### src/iss_pkg.sv
// ----------------------------------------------------------------------------
// iss_pkg: shared types and constants for the inverter supervisor
// Item layouts, supervisor state, thresholds and the scale factor table.
// ----------------------------------------------------------------------------
package iss_pkg;

  localparam int AMP_W     = 10;
  localparam int MAINS_W   = 19;
  localparam int BATT_W    = 20;
  localparam int MA_W      = 16;
  localparam int FAULT_W   = 12;
  localparam int CVAL_W    = 8;
  localparam int PCT_W     = 7;
  localparam int FACTOR_W  = 24;
  localparam int SCALE_SH  = 24;
  localparam int PROD_W    = AMP_W + FACTOR_W;

  localparam logic [MAINS_W-1:0]  MAINS_FAIL_MV  = MAINS_W'(198000);
  localparam logic [BATT_W-1:0]   BATT_LOW_MV    = BATT_W'(300000);
  localparam logic signed [MA_W-1:0] CURRENT_MAX_MA = MA_W'(6000);
  localparam logic [AMP_W-1:0]    SOFT_STEP      = AMP_W'(5);
  localparam logic [AMP_W-1:0]    AMP_MAX        = '1;
  localparam logic [PCT_W-1:0]    SCALE_LO       = PCT_W'(5);
  localparam logic [PCT_W-1:0]    SCALE_HI       = PCT_W'(95);
  // ceil(2^24 / 100): x * RECIP >> 24 == x / 100 for every product in range
  localparam logic [FACTOR_W-1:0] SCALE_RECIP    = FACTOR_W'(167773);

  localparam logic [AMP_W-1:0]    MIN_AMP_RST    = AMP_W'(20);
  localparam logic [AMP_W-1:0]    MAX_AMP_RST    = AMP_W'(200);

  typedef enum logic [1:0] {
    KIND_TICK   = 2'd0,
    KIND_RUN    = 2'd1,
    KIND_CHARGE = 2'd2,
    KIND_SCALE  = 2'd3
  } kind_t;

  typedef enum logic [1:0] {
    REG_MANUAL  = 2'd0,
    REG_MIN_AMP = 2'd1,
    REG_MAX_AMP = 2'd2
  } reg_idx_t;

  typedef struct packed {
    logic             manual_mode;
    logic [AMP_W-1:0] min_amplitude;
    logic [AMP_W-1:0] max_amplitude;
  } cfg_t;

  typedef struct packed {
    logic             run_cmd;
    logic             charge_cmd;
    logic             soft_done;
    logic [AMP_W-1:0] amp_now;
  } state_t;

  typedef struct packed {
    kind_t                  kind;
    logic [MAINS_W-1:0]     mains_mv;
    logic [BATT_W-1:0]      battery_mv;
    logic signed [MA_W-1:0] battery_ma;
    logic [FAULT_W-1:0]     cell_faults;
    logic                   inverter_ok;
    logic [CVAL_W-1:0]      command_value;
  } item_t;

  typedef struct packed {
    logic             amplitude_write;
    logic [AMP_W-1:0] amplitude_value;
  } amp_msg_t;

  // percent times the reciprocal of 100, a constant table over 5..95
  function automatic logic [FACTOR_W-1:0] scale_factor(input logic [PCT_W-1:0] pct);
    logic [FACTOR_W+PCT_W-1:0] prod;
    prod = {{FACTOR_W{1'b0}}, pct} * {{PCT_W{1'b0}}, SCALE_RECIP};
    return prod[FACTOR_W-1:0];
  endfunction

endpackage

### src/iss_core.sv
// ----------------------------------------------------------------------------
// iss_core: supervisor next-state logic
// Applies one tick or command to the supervisor state and forms the
// amplitude message for the sine generator.
// ----------------------------------------------------------------------------
module iss_core (
  input  iss_pkg::cfg_t     cfg,
  input  iss_pkg::state_t   st_i,
  input  iss_pkg::item_t    item,
  output iss_pkg::state_t   st_o,
  output iss_pkg::amp_msg_t msg_o
);

  logic [iss_pkg::PCT_W-1:0]    pct;
  logic [iss_pkg::PROD_W-1:0]   scaled;
  logic                         cmd_on;
  logic                         want_inv;
  logic                         want_chg;
  logic [iss_pkg::AMP_W:0]      ramp_sum;

  // clamp 0..255 percent to 5..95
  always_comb begin
    if (item.command_value > iss_pkg::CVAL_W'(iss_pkg::SCALE_HI)) begin
      pct = iss_pkg::SCALE_HI;
    end else if (item.command_value < iss_pkg::CVAL_W'(iss_pkg::SCALE_LO)) begin
      pct = iss_pkg::SCALE_LO;
    end else begin
      pct = item.command_value[iss_pkg::PCT_W-1:0];
    end
  end

  assign scaled = {{iss_pkg::FACTOR_W{1'b0}}, cfg.max_amplitude}
                * {{iss_pkg::AMP_W{1'b0}}, iss_pkg::scale_factor(pct)};

  assign cmd_on = (item.command_value != '0);

  always_comb begin
    want_inv = 1'b1;
    want_chg = 1'b1;
    if (item.cell_faults != '0) begin
      if (item.battery_ma < 0) begin
        want_chg = 1'b0;
      end else begin
        want_inv = 1'b0;
      end
    end
    if (!item.inverter_ok) want_inv = 1'b0;
    if (item.battery_mv < iss_pkg::BATT_LOW_MV) want_inv = 1'b0;
  end

  always_comb begin
    st_o     = st_i;
    msg_o    = '0;
    ramp_sum = '0;
    case (item.kind)
      iss_pkg::KIND_RUN: begin
        if (cfg.manual_mode) begin
          st_o.run_cmd = cmd_on;
          if (!cmd_on) begin
            st_o.soft_done = 1'b0;
            st_o.amp_now   = cfg.min_amplitude;
          end
        end
      end
      iss_pkg::KIND_CHARGE: begin
        st_o.charge_cmd = cmd_on;
      end
      iss_pkg::KIND_SCALE: begin
        msg_o.amplitude_write = 1'b1;
        msg_o.amplitude_value = scaled[iss_pkg::SCALE_SH +: iss_pkg::AMP_W];
      end
      default: begin
        // supervisory tick
        if (!cfg.manual_mode) begin
          if (item.mains_mv < iss_pkg::MAINS_FAIL_MV) begin
            if (want_inv) begin
              if (!st_o.soft_done) st_o.run_cmd = 1'b1;
            end else begin
              st_o.run_cmd   = 1'b0;
              st_o.soft_done = 1'b0;
              st_o.amp_now   = cfg.min_amplitude;
            end
            st_o.charge_cmd = want_chg;
            // steady-state trim by one unit
            if (st_o.soft_done) begin
              if (item.battery_ma > iss_pkg::CURRENT_MAX_MA) begin
                if (st_o.amp_now > cfg.min_amplitude) begin
                  st_o.amp_now          = st_o.amp_now - iss_pkg::AMP_W'(1);
                  msg_o.amplitude_write = 1'b1;
                  msg_o.amplitude_value = st_o.amp_now;
                end
              end else if (st_o.amp_now < cfg.max_amplitude) begin
                st_o.amp_now          = st_o.amp_now + iss_pkg::AMP_W'(1);
                msg_o.amplitude_write = 1'b1;
                msg_o.amplitude_value = st_o.amp_now;
              end
            end
          end else begin
            st_o.run_cmd    = 1'b0;
            st_o.soft_done  = 1'b0;
            st_o.amp_now    = cfg.min_amplitude;
            st_o.charge_cmd = 1'b0;
          end
        end
        // soft start ramp
        if (st_o.run_cmd && !st_o.soft_done) begin
          if (st_o.amp_now <= cfg.max_amplitude &&
              item.battery_ma <= iss_pkg::CURRENT_MAX_MA) begin
            msg_o.amplitude_write = 1'b1;
            msg_o.amplitude_value = st_o.amp_now;
            ramp_sum = {1'b0, st_o.amp_now} + {1'b0, iss_pkg::SOFT_STEP};
            if (ramp_sum[iss_pkg::AMP_W]) begin
              st_o.amp_now = iss_pkg::AMP_MAX;
            end else begin
              st_o.amp_now = ramp_sum[iss_pkg::AMP_W-1:0];
            end
          end else begin
            st_o.soft_done = 1'b1;
          end
        end
      end
    endcase
  end

endmodule

### src/inverter_supervisor_soft_start.sv
// ----------------------------------------------------------------------------
// inverter_supervisor_soft_start: backup inverter and charger supervisor
// Mains-failure control, soft start ramp, current-limit trim and scale
// commands, one result item for every input item.
// ----------------------------------------------------------------------------
//
//  channel  direction  handshake                payload
//  in_      slave      in_tvalid / in_tready    in_tuser kind, in_tdata fields
//  out_     master     out_tvalid / out_tready  out_tdata status and amplitude
//  cfg_     slave      cfg_valid / cfg_ready    cfg_index, cfg_data
//
//  An item is taken into the input register, then, once the result register
//  is empty or being drained, it runs through the supervisor logic into the
//  result register and the state. out_tvalid rises once the item has passed
//  the two register stages, input and result; while out_tready stays high one
//  item per cycle is sustained, the limit being the single state update per cycle.
//  Reset (rst_n low, synchronous) clears the flags, sets amplitude to 20, loads
//  the register defaults (min 20, max 200, automatic mode), empties both stages.
//  A stall on out_tready holds the result register; the input register keeps
//  accepting until it too is full, then in_tready drops.
//  cfg_ready is always high.
//
module inverter_supervisor_soft_start (
  input  logic        clk,
  input  logic        rst_n,
  // slave item stream
  input  logic        in_tvalid,
  output logic        in_tready,
  // [18:0] mains_mv, [38:19] battery_mv, [54:39] battery_ma,
  // [66:55] cell_faults, [67] inverter_ok, [75:68] command_value, [79:76] zero
  input  logic [79:0] in_tdata,
  // [1:0] kind
  input  logic [1:0]  in_tuser,
  // master result stream
  output logic        out_tvalid,
  input  logic        out_tready,
  // [0] run_inverter, [1] run_charger, [2] inverter_ready,
  // [3] amplitude_write, [13:4] amplitude_value, [15:14] zero
  output logic [15:0] out_tdata,
  // configuration write channel
  input  logic        cfg_valid,
  output logic        cfg_ready,
  input  logic [1:0]  cfg_index,
  input  logic [9:0]  cfg_data
);

  iss_pkg::cfg_t     cfg_r;
  iss_pkg::state_t   st_r;
  iss_pkg::state_t   st_nxt;
  iss_pkg::item_t    item_r;
  iss_pkg::amp_msg_t msg_nxt;
  iss_pkg::amp_msg_t msg_r;
  logic              in_valid_r;
  logic              out_valid_r;
  logic              advance;

  // input stage moves on when the result register is empty or being drained
  assign advance   = in_valid_r && (!out_valid_r || out_tready);
  assign in_tready = !in_valid_r || advance;
  assign cfg_ready = 1'b1;

  // configuration registers
  always_ff @(posedge clk) begin
    if (!rst_n) begin
      cfg_r.manual_mode   <= 1'b0;
      cfg_r.min_amplitude <= iss_pkg::MIN_AMP_RST;
      cfg_r.max_amplitude <= iss_pkg::MAX_AMP_RST;
    end else if (cfg_valid) begin
      case (cfg_index)
        iss_pkg::REG_MANUAL:  cfg_r.manual_mode   <= cfg_data[0];
        iss_pkg::REG_MIN_AMP: cfg_r.min_amplitude <= cfg_data;
        iss_pkg::REG_MAX_AMP: cfg_r.max_amplitude <= cfg_data;
        default: ;
      endcase
    end
  end

  // input register
  always_ff @(posedge clk) begin
    if (!rst_n) begin
      in_valid_r <= 1'b0;
    end else if (in_tready) begin
      in_valid_r <= in_tvalid;
    end
  end

  always_ff @(posedge clk) begin
    if (in_tvalid && in_tready) begin
      item_r.kind          <= iss_pkg::kind_t'(in_tuser);
      item_r.mains_mv      <= in_tdata[18:0];
      item_r.battery_mv    <= in_tdata[38:19];
      item_r.battery_ma    <= in_tdata[54:39];
      item_r.cell_faults   <= in_tdata[66:55];
      item_r.inverter_ok   <= in_tdata[67];
      item_r.command_value <= in_tdata[75:68];
    end
  end

  iss_core u_core (
    .cfg   (cfg_r),
    .st_i  (st_r),
    .item  (item_r),
    .st_o  (st_nxt),
    .msg_o (msg_nxt)
  );

  // supervisor state
  always_ff @(posedge clk) begin
    if (!rst_n) begin
      st_r.run_cmd    <= 1'b0;
      st_r.charge_cmd <= 1'b0;
      st_r.soft_done  <= 1'b0;
      st_r.amp_now    <= iss_pkg::MIN_AMP_RST;
    end else if (advance) begin
      st_r <= st_nxt;
    end
  end

  // result register; status bits come from st_r after the update
  always_ff @(posedge clk) begin
    if (!rst_n) begin
      out_valid_r <= 1'b0;
    end else if (advance) begin
      out_valid_r <= 1'b1;
    end else if (out_tready) begin
      out_valid_r <= 1'b0;
    end
  end

  always_ff @(posedge clk) begin
    if (advance) begin
      msg_r <= msg_nxt;
    end
  end

  assign out_tvalid = out_valid_r;
  assign out_tdata  = {2'b00, msg_r.amplitude_value, msg_r.amplitude_write,
                       st_r.soft_done, st_r.charge_cmd, st_r.run_cmd};

  // soft start can only have finished with the inverter running
  a_ready_needs_run: assert property (@(posedge clk) disable iff (!rst_n)
    st_r.soft_done |-> st_r.run_cmd)
    else $error("inverter_ready set while inverter is off");

  // a silent result carries a zero amplitude
  a_quiet_amp_zero: assert property (@(posedge clk) disable iff (!rst_n)
    (out_valid_r && !msg_r.amplitude_write) |-> (msg_r.amplitude_value == '0))
    else $error("amplitude without write strobe");

  // an empty result stage never blocks the input
  a_no_false_stall: assert property (@(posedge clk) disable iff (!rst_n)
    !out_valid_r |-> in_tready)
    else $error("input stalled with empty result register");

  // state only moves when an item advances
  a_state_hold: assert property (@(posedge clk) disable iff (!rst_n)
    !$past(advance) && $past(rst_n) |-> $stable(st_r))
    else $error("state changed without an item");

endmodule
### config.mk
export PLATFORM = sky130hd
export DESIGN_NAME = inverter_supervisor_soft_start
export DESIGN_NICKNAME = d
export VERILOG_FILES = /design/src/iss_pkg.sv /design/src/iss_core.sv /design/src/inverter_supervisor_soft_start.sv
export SDC_FILE = /design/constraint.sdc
export NUM_CORES = 1
export LEC_CHECK = 0
export BUFFER_PORTS_ARGS = -buffer_cell sky130_fd_sc_hd__buf_2
export CORE_ASPECT_RATIO = 1.5
export CORE_MARGIN = 3
export CORE_UTILIZATION = 55
export CTS_BUF_LIST = sky130_fd_sc_hd__clkbuf_4
export DETAILED_ROUTE_END_ITERATION = 10
export PLACE_DENSITY = 0.74
export SYNTH_ARGS = -nofsm -noshare
export SYNTH_HDL_FRONTEND = slang
export SYNTH_SLANG_ARGS = --single-unit
### constraint.sdc
create_clock -name clk -period 20.7 [get_ports clk]
set_input_delay 4.14 -clock clk [delete_from_list [all_inputs] [get_ports clk]]
set_output_delay 4.14 -clock clk [all_outputs]
set_load 0.1 [all_outputs]
==> results_dict.tcl <==
set metrics [dict create \
    max_freq_mhz 84.02 \
    cp-end-kind "register" \
    fp.dieW_um 143.6 \
    seq_area_frac_synth_pct 20.00 \
    drv_cap 0 \
    grt_pass1_wl_um 68060 \
    crit_start "item_r[6]" \
    critPathRequiredTime_ns 20.98 \
    cp_max_fo 10 \
    synth_top_area_share_pct 25.64 \
    reg2reg_slack_ns 8.80 \
    vias_per_cell 5.947 \
    synth_top_family_by_area "adder cells" \
    grt_max_degree 70 \
    rows 74 \
    synth-edff-count 80 \
    clock_path_buffers 2 \
    avgSynthCellArea_um2 9.407 \
    ant_nets 0 \
    synth-main-ff-cell "edfxtp_1" \
    fin_setup_tns_ns 0 \
    nFillCells 2432 \
    critPathCapture "out_tdata[13]" \
    min_path_type "register to register" \
    cp-start-kind "register" \
    syn_inst 1660 \
    synthTopCellsByCount "inv_1, fa_1, nand2_1" \
    synth_area_leaders "fa_1, edfxtp_1, ha_1" \
    synthMuxAreaShare_pct 1.114 \
    cts_setup_buffers 0 \
    final_net_count 2194 \
    clockRootBuffer "clkbuf_4" \
    rr_startpoint "item_r[6]" \
    hpwl_um 34180 \
    dieArea_mm2 0.03049 \
    ys_async_sr_fraction_pct 0 \
    first_global_vias 13240 \
    cts_hold_buffers 0 \
    critical_path.max_stage_delay_ns 0.72 \
    period_share_pct 57.49 \
    maxSlewViolCount 0 \
    r2r_end "out_tdata[13]" \
    cpMostUsedCell "fa_1" \
    relSlewSlack_pct 16.44 \
    clkLatencyLatePin_ns 0.54 \
    overflow 0 \
    ys_ff_latch 116 \
    synth_compound_area_share_pct 12.81 \
    finClkSkew_ns 0.01560 \
    antenna_found_initial 1 \
    post_cts_resized 0 \
    slowest_stage "xnor2_1" \
    synth_most_common_cell "inv_1" \
    r2r_cells 38 \
    path_class "register to register" \
    grt_usage_pct 29.01 \
    worst_slew_pin_slew_ns 1.240 \
    syn_to_final_growth_pct 6.514 \
    yosysTopAreaCell "fa_1" \
    clkSinkCount 116 \
    htree_levels 4 \
    ys_warn_count 0 \
    synth_cell_types 89 \
    avgRoutedWirePerCell_um 20.07 \
    crit_arrival_ns 12.18 \
    routed_wl_um 41970 \
    whs_ns 0.4772 \
    dp.cells 2058 \
    netlist_area_mm2 0.01561 \
    drt-initial-drc-count 802 \
    yosys.area_share.adder_pct 38.46 \
    hold_viol 0 \
    coreArea_mm2 0.02759 \
    rsz0062_at_grt "false" \
    port_buffers 101 \
    dpl_worst_slack_ns 8.854 \
    initial_core_util_pct 56.59 \
    place.gp.congestion 1.017 \
    cts_tree "built" \
    drtPass1Iterations 6 \
    cts_buffers 17 \
    period_needed_ns 11.90 \
    clk_pin_slew_ns 0.09 \
    io_pins 118 \
    status "complete, no violations" \
    drive_gt1_share_pct 10.76 \
    fin_cells 2091 \
    synthXorXnorAreaFrac_pct 2.468 \
    vias 12440 \
    yosys.area_share.simple_pct 17.15 \
    setup_viol 0 \
    finalWorstSetupSlack_ns 8.799 \
    die_y_um 212.4 \
    drc 0 \
]
-- cell type report --
type                       count  area [um2]  share of cell area, %
multi-input combinational   1226       11260                  67.71
sequential                   116        3123                  18.78
inverter                     261       982.2                  5.905
timing repair buffer         113       595.6                  3.581
tap                          342       427.9                  2.573
clock buffer                  23       172.7                  1.038
clock inverter                 9       66.31                 0.3987
antenna                        1       2.502                0.01505
-- cell usage in the layout, fill, tap and decap left out, types with 10 or more instances in the layout --
master | Yosys | routed
and3_1 | 13 | 13
fa_1 | 200 | 200
edfxtp_1 | 80 | 80
dfxtp_1 | 36 | 36
nor3_1 | 44 | 44
a21boi_0 | 10 | 10
xor2_1 | 12 | 12
inv_1 | 255 | 255
xnor2_1 | 32 | 32
ha_1 | 160 | 160
nor2b_1 | 17 | 17
nor2_1 | 66 | 66
o21ai_1 | 13 | 13
o22ai_1 | 19 | 19
a21o_1 | 14 | 14
nand3_1 | 27 | 27
nand2b_1 | 14 | 14
nand2_1 | 178 | 178
nor4_1 | 14 | 14
o21a_1 | 12 | 12
and2_1 | 101 | 100
a22oi_1 | 15 | 15
a21oi_1 | 56 | 56
o21ai_0 | 34 | 34
nand4_1 | 15 | 15
mux2i_1 | 16 | 16
buf_2 | 6 | 101
o211ai_1 | 13 | 13
a211oi_1 | 11 | 11
buf_4 | 7 | 12
clkbuf_4 | 0 | 23
-- worst max-delay path: cells and delay by family (launching register included) --
kind,cells,cell delay (ns)
AO/OA/AOI/OAI,11,2.94
adder cells (fa/ha/maj),11,4.98
AND/OR/NAND/NOR,8,2.10
flip-flops,1,0.45
XOR/XNOR,2,0.87
buffers and inverters,6,0.30
-- state kept, by name (all words and copies together) (netlist names) --
| register | cells |
|---|---|
| cfg_r | 21 |
| item_r | 69 |
| in_valid_r | 1 |
| out_tdata | 14 |
| out_tvalid | 1 |
| st_r | 10 |
-- metal layers --
layer / vias to the layer above / global-route usage (%) / routed length [um]
li1: 5738 / - / -
met4: 0 / 18.13 / 3045
met1: 6098 / 30.38 / 14410
met5: - / 0 / 0
met3: 168 / 3.420 / 1758
met2: 431 / 54.13 / 22750
-- cells by family (layout without fill, tap and decap cells) --
group	after synthesis	after routing
and+or+nand+nor	528	528
adders and majority gates	360	360
buffers and inverters	319	406
AOI/OAI and AO/OA	274	274
DFF	116	116
xor gates and xnor gates	44	44
muxes	17	17
other	2	4
-- worst min path at each step --
stage	start	to	slack, ns	cells past startpoint
6_report	cfg_r[9]	cfg_r[9]	0.48	2
5_1_grt	cfg_r[9]	cfg_r[9]	0.51	2
4_1_cts	cfg_r[9]	cfg_r[9]	0.48	2
3_5_place_dp	cfg_r[9]	cfg_r[9]	0.47	2
3_3_place_gp	cfg_r[9]	cfg_r[9]	0.46	2
2_1_floorplan	out_tdata[1]	out_tdata[1]	0.48	2
-- per-stage QoR --
step / util [%] / area [um2]
finish: 60.28 / 16630
global placement: 59.40 / 16390
detailed placement: 59.40 / 16390
floorplan: - / 15620
global route: 60.28 / 16630
CTS: 60.27 / 16630
Power is not shown: default switching activity piles up to over one toggle a cycle in this logic, so the estimate is an artifact.
